## config.mk

```make
export PLATFORM = sky130hd
export DESIGN_NAME = dxt_texture_block_encoder_top
export DESIGN_NICKNAME = d
export VERILOG_FILES = /design/src/hdl/dxt_pkg.sv /design/src/hdl/dxt_pixel_cell.sv /design/src/hdl/dxt_idx_unit.sv /design/src/hdl/dxt_texture_block_encoder_top.sv
export VERILOG_INCLUDE_DIRS = /design/src /design/src/hdl
export SDC_FILE = /design/constraint.sdc
export NUM_CORES = 2
export LEC_CHECK = 0
export ABC_CLOCK_PERIOD_IN_PS = 50900
export BUFFER_PORTS_ARGS = -buffer_cell sky130_fd_sc_hd__buf_2
export CORE_ASPECT_RATIO = 0.5
export CORE_MARGIN = 2
export CORE_UTILIZATION = 45
export DETAILED_ROUTE_END_ITERATION = 16
export PLACE_DENSITY = 0.62
export REMOVE_ABC_BUFFERS = 1
export SYNTH_ARGS = -nofsm -noshare
export SYNTH_HDL_FRONTEND = slang
export SYNTH_SLANG_ARGS = --single-unit
```

## constraint.sdc

```tcl
create_clock -name clock -period 50.9 [get_ports clock]
set_clock_uncertainty 0.05 [all_clocks]
set_input_delay 0 -clock clock [delete_from_list [all_inputs] [get_ports clock]]
set_output_delay 0 -clock clock [all_outputs]
set_load 0.02 [all_outputs]
```

## src/hdl/dxt_texture_block_encoder_top_assert.svh

```systemverilog
// assertion macros for the block encoder
`ifndef DXT_TEXTURE_BLOCK_ENCODER_TOP_ASSERT_SVH
`define DXT_TEXTURE_BLOCK_ENCODER_TOP_ASSERT_SVH
`ifndef SYNTHESIS
`define DXT_ASSERT_IMP(label, clk, rst, ante, cons) \
   label: assert property (@(posedge clk) disable iff (rst) (ante) |-> (cons)) \
      else $error("assertion failed");
`define DXT_ASSERT_NXT(label, clk, rst, ante, cons) \
   label: assert property (@(posedge clk) disable iff (rst) (ante) |=> (cons)) \
      else $error("assertion failed");
`else
`define DXT_ASSERT_IMP(label, clk, rst, ante, cons)
`define DXT_ASSERT_NXT(label, clk, rst, ante, cons)
`endif
`endif

```

## src/hdl/dxt_pkg.sv

```systemverilog
`timescale 1ns / 1ps
`default_nettype none
package dxt_pkg;
   localparam int NumPix = 16;
   localparam logic       ModeReset  = 1'b1;
   localparam logic [3:0] ShiftReset = 4'd4;
   localparam logic       CsrMode    = 1'b0;
   localparam logic       CsrShift   = 1'b1;

   typedef struct packed {
      logic [7:0] red;
      logic [7:0] green;
      logic [7:0] blue;
      logic [7:0] alpha;
   } req_type;

   typedef struct packed {
      logic [63:0] block_word;
      logic        last;
   } rsp_type;

   typedef logic [6:0][7:0]      thr_type;
   typedef logic [3:0][2:0][7:0] pal_type;

   function automatic logic [7:0] div3(input logic [9:0] x);
      logic [20:0] p;
      p = 21'(x) * 21'd683;
      return p[18:11];
   endfunction

   function automatic logic [7:0] div7(input logic [10:0] x);
      logic [25:0] p;
      p = 26'(x) * 26'd4682;
      return p[22:15];
   endfunction

   function automatic logic [7:0] div14(input logic [7:0] x);
      logic [23:0] p;
      p = 24'(x) * 24'd4682;
      return p[23:16];
   endfunction
endpackage
`default_nettype wire

```

## src/hdl/dxt_pixel_cell.sv

```systemverilog
`timescale 1ns / 1ps
`default_nettype none
module dxt_pixel_cell (
   input  wire logic        clock,
   input  wire logic        shift_en,
   input  wire logic [31:0] pix_in,
   output logic      [31:0] pix_out
);
   logic [31:0] pix_ff;

   always_ff @(posedge clock) begin
      if (shift_en) begin
         pix_ff <= pix_in;
      end
   end

   assign pix_out = pix_ff;
endmodule
`default_nettype wire

```

## src/hdl/dxt_idx_unit.sv

```systemverilog
`timescale 1ns / 1ps
`default_nettype none
module dxt_idx_unit (
   input  wire logic [31:0]        pix,
   input  wire dxt_pkg::thr_type   thr,
   input  wire dxt_pkg::pal_type   pal,
   output logic      [2:0]         alpha_idx,
   output logic      [1:0]         color_idx
);
   logic [2:0] n;
   logic [2:0] a_idx;
   logic [3:0][9:0] d;
   logic [7:0] px;

   always_comb begin
      n = '0;
      for (int k = 0; k < 7; k++) begin
         if (pix[31:24] <= thr[k]) begin
            n = n + 3'd1;
         end
      end
      a_idx = n + 3'd1;
      if (a_idx < 3'd2) begin
         a_idx = a_idx ^ 3'd1;
      end
      alpha_idx = a_idx;
   end

   always_comb begin
      for (int e = 0; e < 4; e++) begin
         d[e] = '0;
         for (int c = 0; c < 3; c++) begin
            px = pix[8*c +: 8];
            d[e] = d[e] + 10'((pal[e][c] > px) ? (pal[e][c] - px) : (px - pal[e][c]));
         end
      end
      color_idx[0] = (d[0] > d[3]) && (d[2] > d[3]);
      color_idx[1] = ((d[1] > d[2]) && (d[0] > d[2])) || ((d[0] > d[3]) && (d[1] > d[3]));
   end
endmodule
`default_nettype wire

```

## src/hdl/dxt_texture_block_encoder_top.sv

```systemverilog
// channel  | ports                       | carries
// req      | req_valid req_ready req_data | one rgba pixel, raster order
// rsp      | rsp_valid rsp_ready rsp_data | 64-bit compressed word, last flag
// csr      | csr_we csr_index csr_wdata   | mode and inset shift writes
// sixteen pixels load a 16-cell pixel chain, then two setup states (inset,
// then thresholds and palette), then an index state shifting all sixteen
// pixels through one index unit, then one or two words; no new pixel is
// accepted until the last word leaves
// synchronous reset clears the count and bounds and sets state, output valid, mode and shift to defaults
`timescale 1ns / 1ps
`default_nettype none
`include "dxt_texture_block_encoder_top_assert.svh"
module dxt_texture_block_encoder_top (
   input  wire logic             clock,
   input  wire logic             reset,
   input  wire logic             req_valid,
   output logic                  req_ready,
   input  wire dxt_pkg::req_type req_data,
   output logic                  rsp_valid,
   input  wire logic             rsp_ready,
   output dxt_pkg::rsp_type      rsp_data,
   input  wire logic             csr_we,
   input  wire logic             csr_index,
   input  wire logic [3:0]       csr_wdata
);
   typedef enum logic [2:0] {
      ST_LOAD, ST_INSET, ST_PREP, ST_INDEX, ST_ALPHA, ST_COLOR
   } state_type;

   state_type state_ff;
   logic [3:0] cnt_ff;
   logic mode_ff, bmode_ff;
   logic [3:0] shift_ff, bshift_ff;
   logic [3:0][7:0] min_ff, max_ff, lo_ff, hi_ff;
   logic [3:0][7:0] min_in, max_in;
   dxt_pkg::thr_type thr_ff, thr_in;
   dxt_pkg::pal_type pal_ff, pal_in;
   logic [47:0] aidx_ff;
   logic [31:0] cidx_ff;
   logic rsp_valid_ff;
   dxt_pkg::rsp_type rsp_data_ff;
   logic accept, shift_en, rsp_take;
   logic [31:0] req_pix;
   logic [16:0][31:0] chain;
   logic [2:0] a_idx;
   logic [1:0] c_idx;
   logic [3:0][7:0] lo_in, hi_in;
   logic [7:0] ins, mid;
   logic [8:0] sum9;
   logic [7:0] c0, c1;
   logic [15:0] max565, min565;

   assign req_ready = (state_ff == ST_LOAD);
   assign accept    = req_valid && req_ready;
   assign rsp_take  = rsp_valid_ff && rsp_ready;
   assign rsp_valid = rsp_valid_ff;
   assign rsp_data  = rsp_data_ff;
   assign req_pix   = {req_data.alpha, req_data.blue, req_data.green, req_data.red};
   assign shift_en  = accept || (state_ff == ST_INDEX);
   assign chain[16] = (state_ff == ST_LOAD) ? req_pix : chain[0];

   for (genvar i = 0; i < dxt_pkg::NumPix; i++) begin : g_cell
      dxt_pixel_cell u_cell (
         .clock    (clock),
         .shift_en (shift_en),
         .pix_in   (chain[i+1]),
         .pix_out  (chain[i])
      );
   end

   dxt_idx_unit u_idx (
      .pix       (chain[0]),
      .thr       (thr_ff),
      .pal       (pal_ff),
      .alpha_idx (a_idx),
      .color_idx (c_idx)
   );

   always_comb begin
      for (int c = 0; c < 4; c++) begin
         min_in[c] = (req_pix[8*c +: 8] < min_ff[c]) ? req_pix[8*c +: 8] : min_ff[c];
         max_in[c] = (req_pix[8*c +: 8] > max_ff[c]) ? req_pix[8*c +: 8] : max_ff[c];
      end
   end

   always_comb begin
      ins  = '0;
      sum9 = '0;
      for (int c = 0; c < 4; c++) begin
         ins = (bshift_ff >= 4'd8) ? 8'd0 : (8'(max_ff[c] - min_ff[c]) >> bshift_ff);
         sum9 = 9'(min_ff[c]) + 9'(ins);
         lo_in[c] = sum9[8] ? 8'hFF : sum9[7:0];
         hi_in[c] = (max_ff[c] >= ins) ? 8'(max_ff[c] - ins) : 8'd0;
      end
   end

   always_comb begin
      if (hi_ff[3] >= lo_ff[3]) begin
         mid = dxt_pkg::div14(8'(hi_ff[3] - lo_ff[3]));
      end else begin
         mid = 8'(8'd0 - dxt_pkg::div14(8'(lo_ff[3] - hi_ff[3])));
      end
      thr_in[0] = 8'(lo_ff[3] + mid);
      for (int k = 1; k < 7; k++) begin
         thr_in[k] = 8'(dxt_pkg::div7(11'(11'(7 - k) * 11'(hi_ff[3]) + 11'(k) * 11'(lo_ff[3])))
                        + mid);
      end
      c0 = '0;
      c1 = '0;
      for (int c = 0; c < 3; c++) begin
         if (c == 1) begin
            c0 = (hi_ff[c] & 8'hFC) | (hi_ff[c] >> 6);
            c1 = (lo_ff[c] & 8'hFC) | (lo_ff[c] >> 6);
         end else begin
            c0 = (hi_ff[c] & 8'hF8) | (hi_ff[c] >> 5);
            c1 = (lo_ff[c] & 8'hF8) | (lo_ff[c] >> 5);
         end
         pal_in[0][c] = c0;
         pal_in[1][c] = c1;
         pal_in[2][c] = dxt_pkg::div3(10'({c0, 1'b0}) + 10'(c1));
         pal_in[3][c] = dxt_pkg::div3(10'(c0) + 10'({c1, 1'b0}));
      end
   end

   assign max565 = {hi_ff[0][7:3], hi_ff[1][7:2], hi_ff[2][7:3]};
   assign min565 = {lo_ff[0][7:3], lo_ff[1][7:2], lo_ff[2][7:3]};

   always_ff @(posedge clock) begin
      if (reset) begin
         state_ff     <= ST_LOAD;
         cnt_ff       <= '0;
         rsp_valid_ff <= 1'b0;
      end else begin
         case (state_ff)
            ST_LOAD: begin
               if (accept) begin
                  cnt_ff <= cnt_ff + 4'd1;
                  if (cnt_ff == 4'd15) begin
                     state_ff <= ST_INSET;
                  end
               end
            end
            ST_INSET: state_ff <= ST_PREP;
            ST_PREP:  state_ff <= ST_INDEX;
            ST_INDEX: begin
               cnt_ff <= cnt_ff + 4'd1;
               if (cnt_ff == 4'd15) begin
                  rsp_valid_ff <= 1'b1;
                  if (bmode_ff) begin
                     rsp_data_ff.block_word <= {a_idx, aidx_ff[47:3], lo_ff[3], hi_ff[3]};
                     rsp_data_ff.last       <= 1'b0;
                     state_ff               <= ST_ALPHA;
                  end else begin
                     rsp_data_ff.block_word <= {c_idx, cidx_ff[31:2], min565, max565};
                     rsp_data_ff.last       <= 1'b1;
                     state_ff               <= ST_COLOR;
                  end
               end
            end
            ST_ALPHA: begin
               if (rsp_take) begin
                  rsp_data_ff <= '{block_word: {cidx_ff, min565, max565}, last: 1'b1};
                  state_ff    <= ST_COLOR;
               end
            end
            ST_COLOR: begin
               if (rsp_take) begin
                  rsp_valid_ff <= 1'b0;
                  state_ff     <= ST_LOAD;
               end
            end
            default: state_ff <= ST_LOAD;
         endcase
      end
   end

   always_ff @(posedge clock) begin
      if (reset) begin
         mode_ff  <= dxt_pkg::ModeReset;
         shift_ff <= dxt_pkg::ShiftReset;
         min_ff   <= '1;
         max_ff   <= '0;
      end else begin
         if (csr_we) begin
            if (csr_index == dxt_pkg::CsrMode) begin
               mode_ff <= csr_wdata[0];
            end else begin
               shift_ff <= csr_wdata;
            end
         end
         if (accept) begin
            min_ff <= min_in;
            max_ff <= max_in;
            if (cnt_ff == 4'd15) begin
               bmode_ff  <= mode_ff;
               bshift_ff <= shift_ff;
            end
         end else if (rsp_take && state_ff == ST_COLOR) begin
            min_ff <= '1;
            max_ff <= '0;
         end
      end
   end

   always_ff @(posedge clock) begin
      if (state_ff == ST_INSET) begin
         lo_ff <= lo_in;
         hi_ff <= hi_in;
      end
      if (state_ff == ST_PREP) begin
         thr_ff <= thr_in;
         pal_ff <= pal_in;
      end
      if (state_ff == ST_INDEX) begin
         aidx_ff <= {a_idx, aidx_ff[47:3]};
         cidx_ff <= {c_idx, cidx_ff[31:2]};
      end
   end

   `DXT_ASSERT_IMP(a_no_overlap, clock, reset, rsp_valid, !req_ready)
   `DXT_ASSERT_IMP(a_alpha_mode, clock, reset, rsp_valid && !rsp_data.last, bmode_ff)
   `DXT_ASSERT_NXT(a_block_done, clock, reset, rsp_valid && rsp_ready && rsp_data.last, req_ready && cnt_ff == 4'd0 && max_ff == '0)
endmodule
`default_nettype wire
```

==> After elaboration in Yosys (flattened, before gate mapping) <==
Cells that the tools add are included.
{ "word_totals": {"inputBits": 42, "reg_bits": 955, "elab_cells": 309} }
{ "op_classes": {"n_mux": 54, "n_eq_ne": 19, "n_bitwise": 9, "n_addsub": 74, "reduce_logical": 28, "n_lt_le_gt_ge": 39, "shifts": 4, "n_mul": 20} }
{ "op_table": {"columns": ["operator", "n"], "rows": [
  ["$sub A8 B8 Y9", 24],
  ["$mux W65", 3],
  ["$mux W32", 5],
  ["$mul A11 B12 Y22 const B", 6],
  ["$pmux W65 S2", 1],
  ["$gt A8 B8 Y1", 16],
  ["$mux W10", 12],
  ["$mul A10 B10 Y19 const B", 6],
  ["$mux W8", 13],
  ["$add A10 B10 Y10", 8],
  ["$sub A8 B8 Y8", 10],
  ["$add A8 B8 Y8", 7],
  ["$le A8 B8 Y1", 7],
  ["$gt A10 B10 Y1", 5],
  ["$ge A8 B8 Y1", 5],
  ["$mul A2 B8 Y10 const A", 4],
  ["$mul A8 B12 Y20 const B", 2],
  ["$add A8 B8 Y9", 4],
  ["$mux W3", 11],
  ["$lt A8 B8 Y1", 4],
  ["$or A8 B3 Y8", 4],
  ["$shr A8 B4 Y8", 4],
  ["$add A8 B9 Y10", 3],
  ["$add A9 B8 Y10", 3],
  ["33 further kinds", 80]
]} }

==> Longest topological paths before layout <==
{ "logic_depth": {"word_depth": 20, "depth_mapped": 39} }

==> Cells and area by module <==
Synthesis repeated with hierarchy kept, for this count alone.
{ "unflattened": {"hier_cells": 6787, "hier_area_um2": 75582.5} }
{ "modules_own_cells": {"columns": ["module", "cells_each", "instances", "seq_area_each_um2", "area_each_um2"], "rows": [
  ["dxt_texture_block_encoder_top", 4577, 1, 11481.0, 47139.0],
  ["dxt_pixel_cell", 32, 16, 960.9, 960.9],
  ["dxt_idx_unit", 1698, 1, 0.0, 13068.8]
]} }

==> Worst setup path before layout <==
No wires, ideal clock.
{ "synth_path": {"path_kind": "register to register", "from": "reg state_ff[0]", "to": "reg cnt_ff[3]", "slack_ps": 25297, "stages_incl_launch_ff": 7, "arrival_ps": 25482, "setup_time_ps": 71, "synth_period_minus_slack_ps": 25603, "required_time_ps": 50779, "path_cell_list": "dfxtp_1 clkbuf_1 nand2_1 o21ai_1 nand4_1 xor2_1 nor2_1"} }
{ "synth_via": {"elab_chain_len": 4, "elab_cells_between_ends": 7, "classes_between": "eq/ne: 2; mux: 1; reduce/logical: 4"} }
{ "synth_lines": {"columns": ["item", "line_no", "source"], "rows": [
  ["start, declared", "dxt_texture_block_encoder_top.sv:30", "state_type state_ff;"],
  ["start signal, assigned", "dxt_texture_block_encoder_top.sv:130", "state_ff <= ST_LOAD;"],
  ["start signal, assigned", "dxt_texture_block_encoder_top.sv:139", "state_ff <= ST_INSET;"],
  ["start signal, assigned", "dxt_texture_block_encoder_top.sv:143", "ST_INSET: state_ff <= ST_PREP;"],
  ["$logic_not A3 Y1", "dxt_texture_block_encoder_top.sv:53, dxt_texture_block_encoder_top.sv:134", null],
  ["$logic_and A1 B1 Y1", "dxt_texture_block_encoder_top.sv:54", "assign accept = req_valid && req_ready;"],
  ["$ne A2 B1 Y1 (no source line)", null, null],
  ["$reduce_and A2 Y1 (no source line)", null, null],
  ["end signal, assigned", "dxt_texture_block_encoder_top.sv:137", "cnt_ff <= cnt_ff + 4'd1;"],
  ["end signal, assigned", "dxt_texture_block_encoder_top.sv:146", "cnt_ff <= cnt_ff + 4'd1;"],
  ["end, declared", "dxt_texture_block_encoder_top.sv:31", "logic [3:0] cnt_ff;"]
]} }
Several ways; a longest one is shown, not always the timed one.
A chain may end at the register's enable or synchronous reset.

==> impl_results.md <==
* Run status: completed
* Cells after Synth at 6632
* Initial antenna violation count at 3
* # port buffers at 108
* Syn avg cell area at 11.27 sq um
* Gates resized, CTS repair at 0
* Worst EP arrival at a little under 10 ns
* H-tree depth at 3
* Row count at roughly 110
* First-pass GRT wire length at 267800 microns
* Ys flop type: edfxtp_1
* FMAX at 107.9 MHz
* Post-synth EDFFs at between 800 and 900
* Vias per cell at 5.278
* Largest net degree at the start of global routing at 180
* I/O pin count at around 110
* R2R depth at 36
* Post-route DRC violation count at 0
* Root Buffer: clkbuf_16
* Clk slew on worst S/H paths at 0.07 ns
* Crit end category: flip-flop
* Fin Hold WS at between 0.1 and 0.15 ns
* M2 GR Usage at 33.33%
* Crit-path max FO at 14
* Vias in the first global route at between 40000 and 50000
* Asr flop ratio synth at 0%
* CTS buffer count at 89
* Worst R2R Start: lo_ff[24]
* CP Class: reg -> reg
* FF-to-FF setup slack at 41.63 ns
* Drt initial violations at between 3000 and 4000
* Util after Layout at 49.77%
* Drt first pass iters at 6
* Routing usage on met1 at 28.63%
* Most frequent cells in the layout: ha_1 (1469), inv_1 (940), edfxtp_1 (843)
* Crit. Startpoint: lo_ff[24]
* CP Launch Type: flip-flop
* WHS Path Cells at 4
* Setup tns final at 0 ns
* Worst Setup EP: thr_ff[55]
* Post-layout nets at between 8000 and 9000
* Synthesis-stage register bit count at 920
* Critical-path top delay cell: edfxtp_1
* Antenna Nets Post-Route at 0
* Area grow syn2layout at 9.502%
* Final wirelength at 170400 microns
* Max incr delay on CP at 0.91 ns
* Pins over their slew limit at 0
* Class of the worst hold path: in -> reg
* Clock sink count at 920
* Busiest grt layer: met2
* Initial Util at 45.45%
* Clock Tree Buf Depth at 3
* RSZ-0062 raised after global routing: no
* Vias at 48180
* Post-Syn Area at 74760 sq um
* Clock Latency Late Sink at ~0.75 ns
* Die height at 292.2 microns
* Post-CTS Setup Inserts at 0
* Worst slew margin at 20.85%
* FF-to-FF End: thr_ff[55]
* Die X at 580.4 microns
* Commonest non-fill, non-tap cell in the layout: ha_1
* Die area at between 150000 and 200000 sq um
* Setup Viol. Count Final at 0
* Required time worst endpoint at approximately 51 ns
* Least-Margin Pin Slew at 1.187 ns
* Final Hold Viols at 0
* Hpwl dp at 132000 microns
* WL/cell at 18.66 microns
* Post-synthesis sequential area ratio at 35.92%
* Final worst-path cycle share at 18.20%
* Gr ovfl total at 0
* Yosys warns at 0
* Placer Congestion at 0.8901
* Total GRT Usage at a little over 20%
* Tmin final at 9.266 ns
* CTS tree: built
* Met3 usage at 2.175%
* Core Region at about 160000 sq um
* Share of post-route cells with drive strength above 1 at 6.102%
* Maxcap violations at 0
* Synth cell types at 88
sequential cells by signal, summed over array words and instances (netlist names):
register               cells
lo_ff                     24
cidx_ff                   32
cnt_ff                     4
bmode_ff                   1
rsp_data                  65
g_cell.u_cell.pix_out    512
mode_ff                    1
shift_ff                   4
min_ff                    32
bshift_ff                  4
max_ff                    32
rsp_valid                  1
state_ff                   3
pal_ff                    80
thr_ff                    56
hi_ff                     24
aidx_ff                   45
through the flow:
step	area, sq um	worst slack [ns]	instances
2_1_floorplan	74460	25.42	6552
3_3_place_gp	78150	41.68	8896
3_5_place_dp	78150	41.64	8896
4_1_cts	81860	41.59	9125
5_1_grt	81860	40.86	9126
6_report	81870	41.63	9128
synth_stat cells, types with 31 or more instances:
cell type  number  area share, %
nand2b_1       71           0.59
nor3_1        101           0.68
nor2_1        292            1.5
nand2_1       229            1.1
o21bai_1       83           0.83
a211oi_1       38           0.38
dfxtp_1        77            2.1
nor2b_1        90           0.75
and2_1         31           0.26
nand4_1        47           0.39
o21ai_0       250            1.7
edfxtp_1      843             34
nor3b_1        31           0.31
inv_1         940            4.7
fa_1          347            9.3
a21oi_1       356            2.4
o21a_1         57           0.57
mux2_2         71            1.1
mux2i_1       124            1.7
xor2_1        129            1.5
nand3_1        67           0.45
clkbuf_1       72           0.36
ha_1         1469             25
xnor2_1       291            3.4
a21o_1        172            1.7
logic make-up after synthesis:
| logic type | synth area share, % |
|---|---|
| multiplexers | 2.835 |
| AND/OR/NAND/NOR | 7.005 |
| buffers and inverters | 5.128 |
| adder cells (fa/ha/maj) | 33.88 |
| AO/OA/AOI/OAI | 10.14 |
| XOR/XNOR | 5.093 |
| flip-flops | 35.92 |
per-layer routing:
layer,wire (microns),share of wire [%],vias up
met5,0,0,-
met2,78120,46,723
met3,6685,3.9,191
met4,3641,2.1,0
li1,-,-,23970
met1,81920,48,23290
cell type report:
class | instances | area [sq um]
diodes | 3 | 7.507
clock buffers | 102 | 2286
clock inverters | 59 | 743.2
fillers | 14800 | 82610
inverters | 941 | 3532
multi-input cells | 4691 | 44140
flip-flops and latches | 920 | 26860
well taps | 2193 | 2744
repair buffers | 219 | 1559
how the worst min path moves through the flow:
stage               slack [ns]          end    startpoint
floorplan                 0.02  shift_ff[0]         reset
global placement          0.21      mode_ff  csr_wdata[0]
detailed placement        0.20      mode_ff  csr_wdata[0]
CTS                       0.07   min_ff[22]  req_data[14]
global route              0.13   min_ff[17]   req_data[9]
finish                    0.13   min_ff[20]  req_data[12]
worst max-delay path, delay by kind of cell (launching register included):
family	cells	cell delay, ns
fa+ha+maj	10	3.50
compound gates	12	2.54
xor+xnor	5	1.03
flops	1	0.91
simple gates	5	0.72
buf+inv	4	0.25
timing repair:
action / in CTS / in global routing
endpoints found under the hold margin: 114 / 0
setup endpoints to repair: 0 / 0
hold buffers: 68 / 0
Power is left out: the tool's default activity adds up to more than one toggle a clock period on the data nets, which glitch-free logic cannot reach.
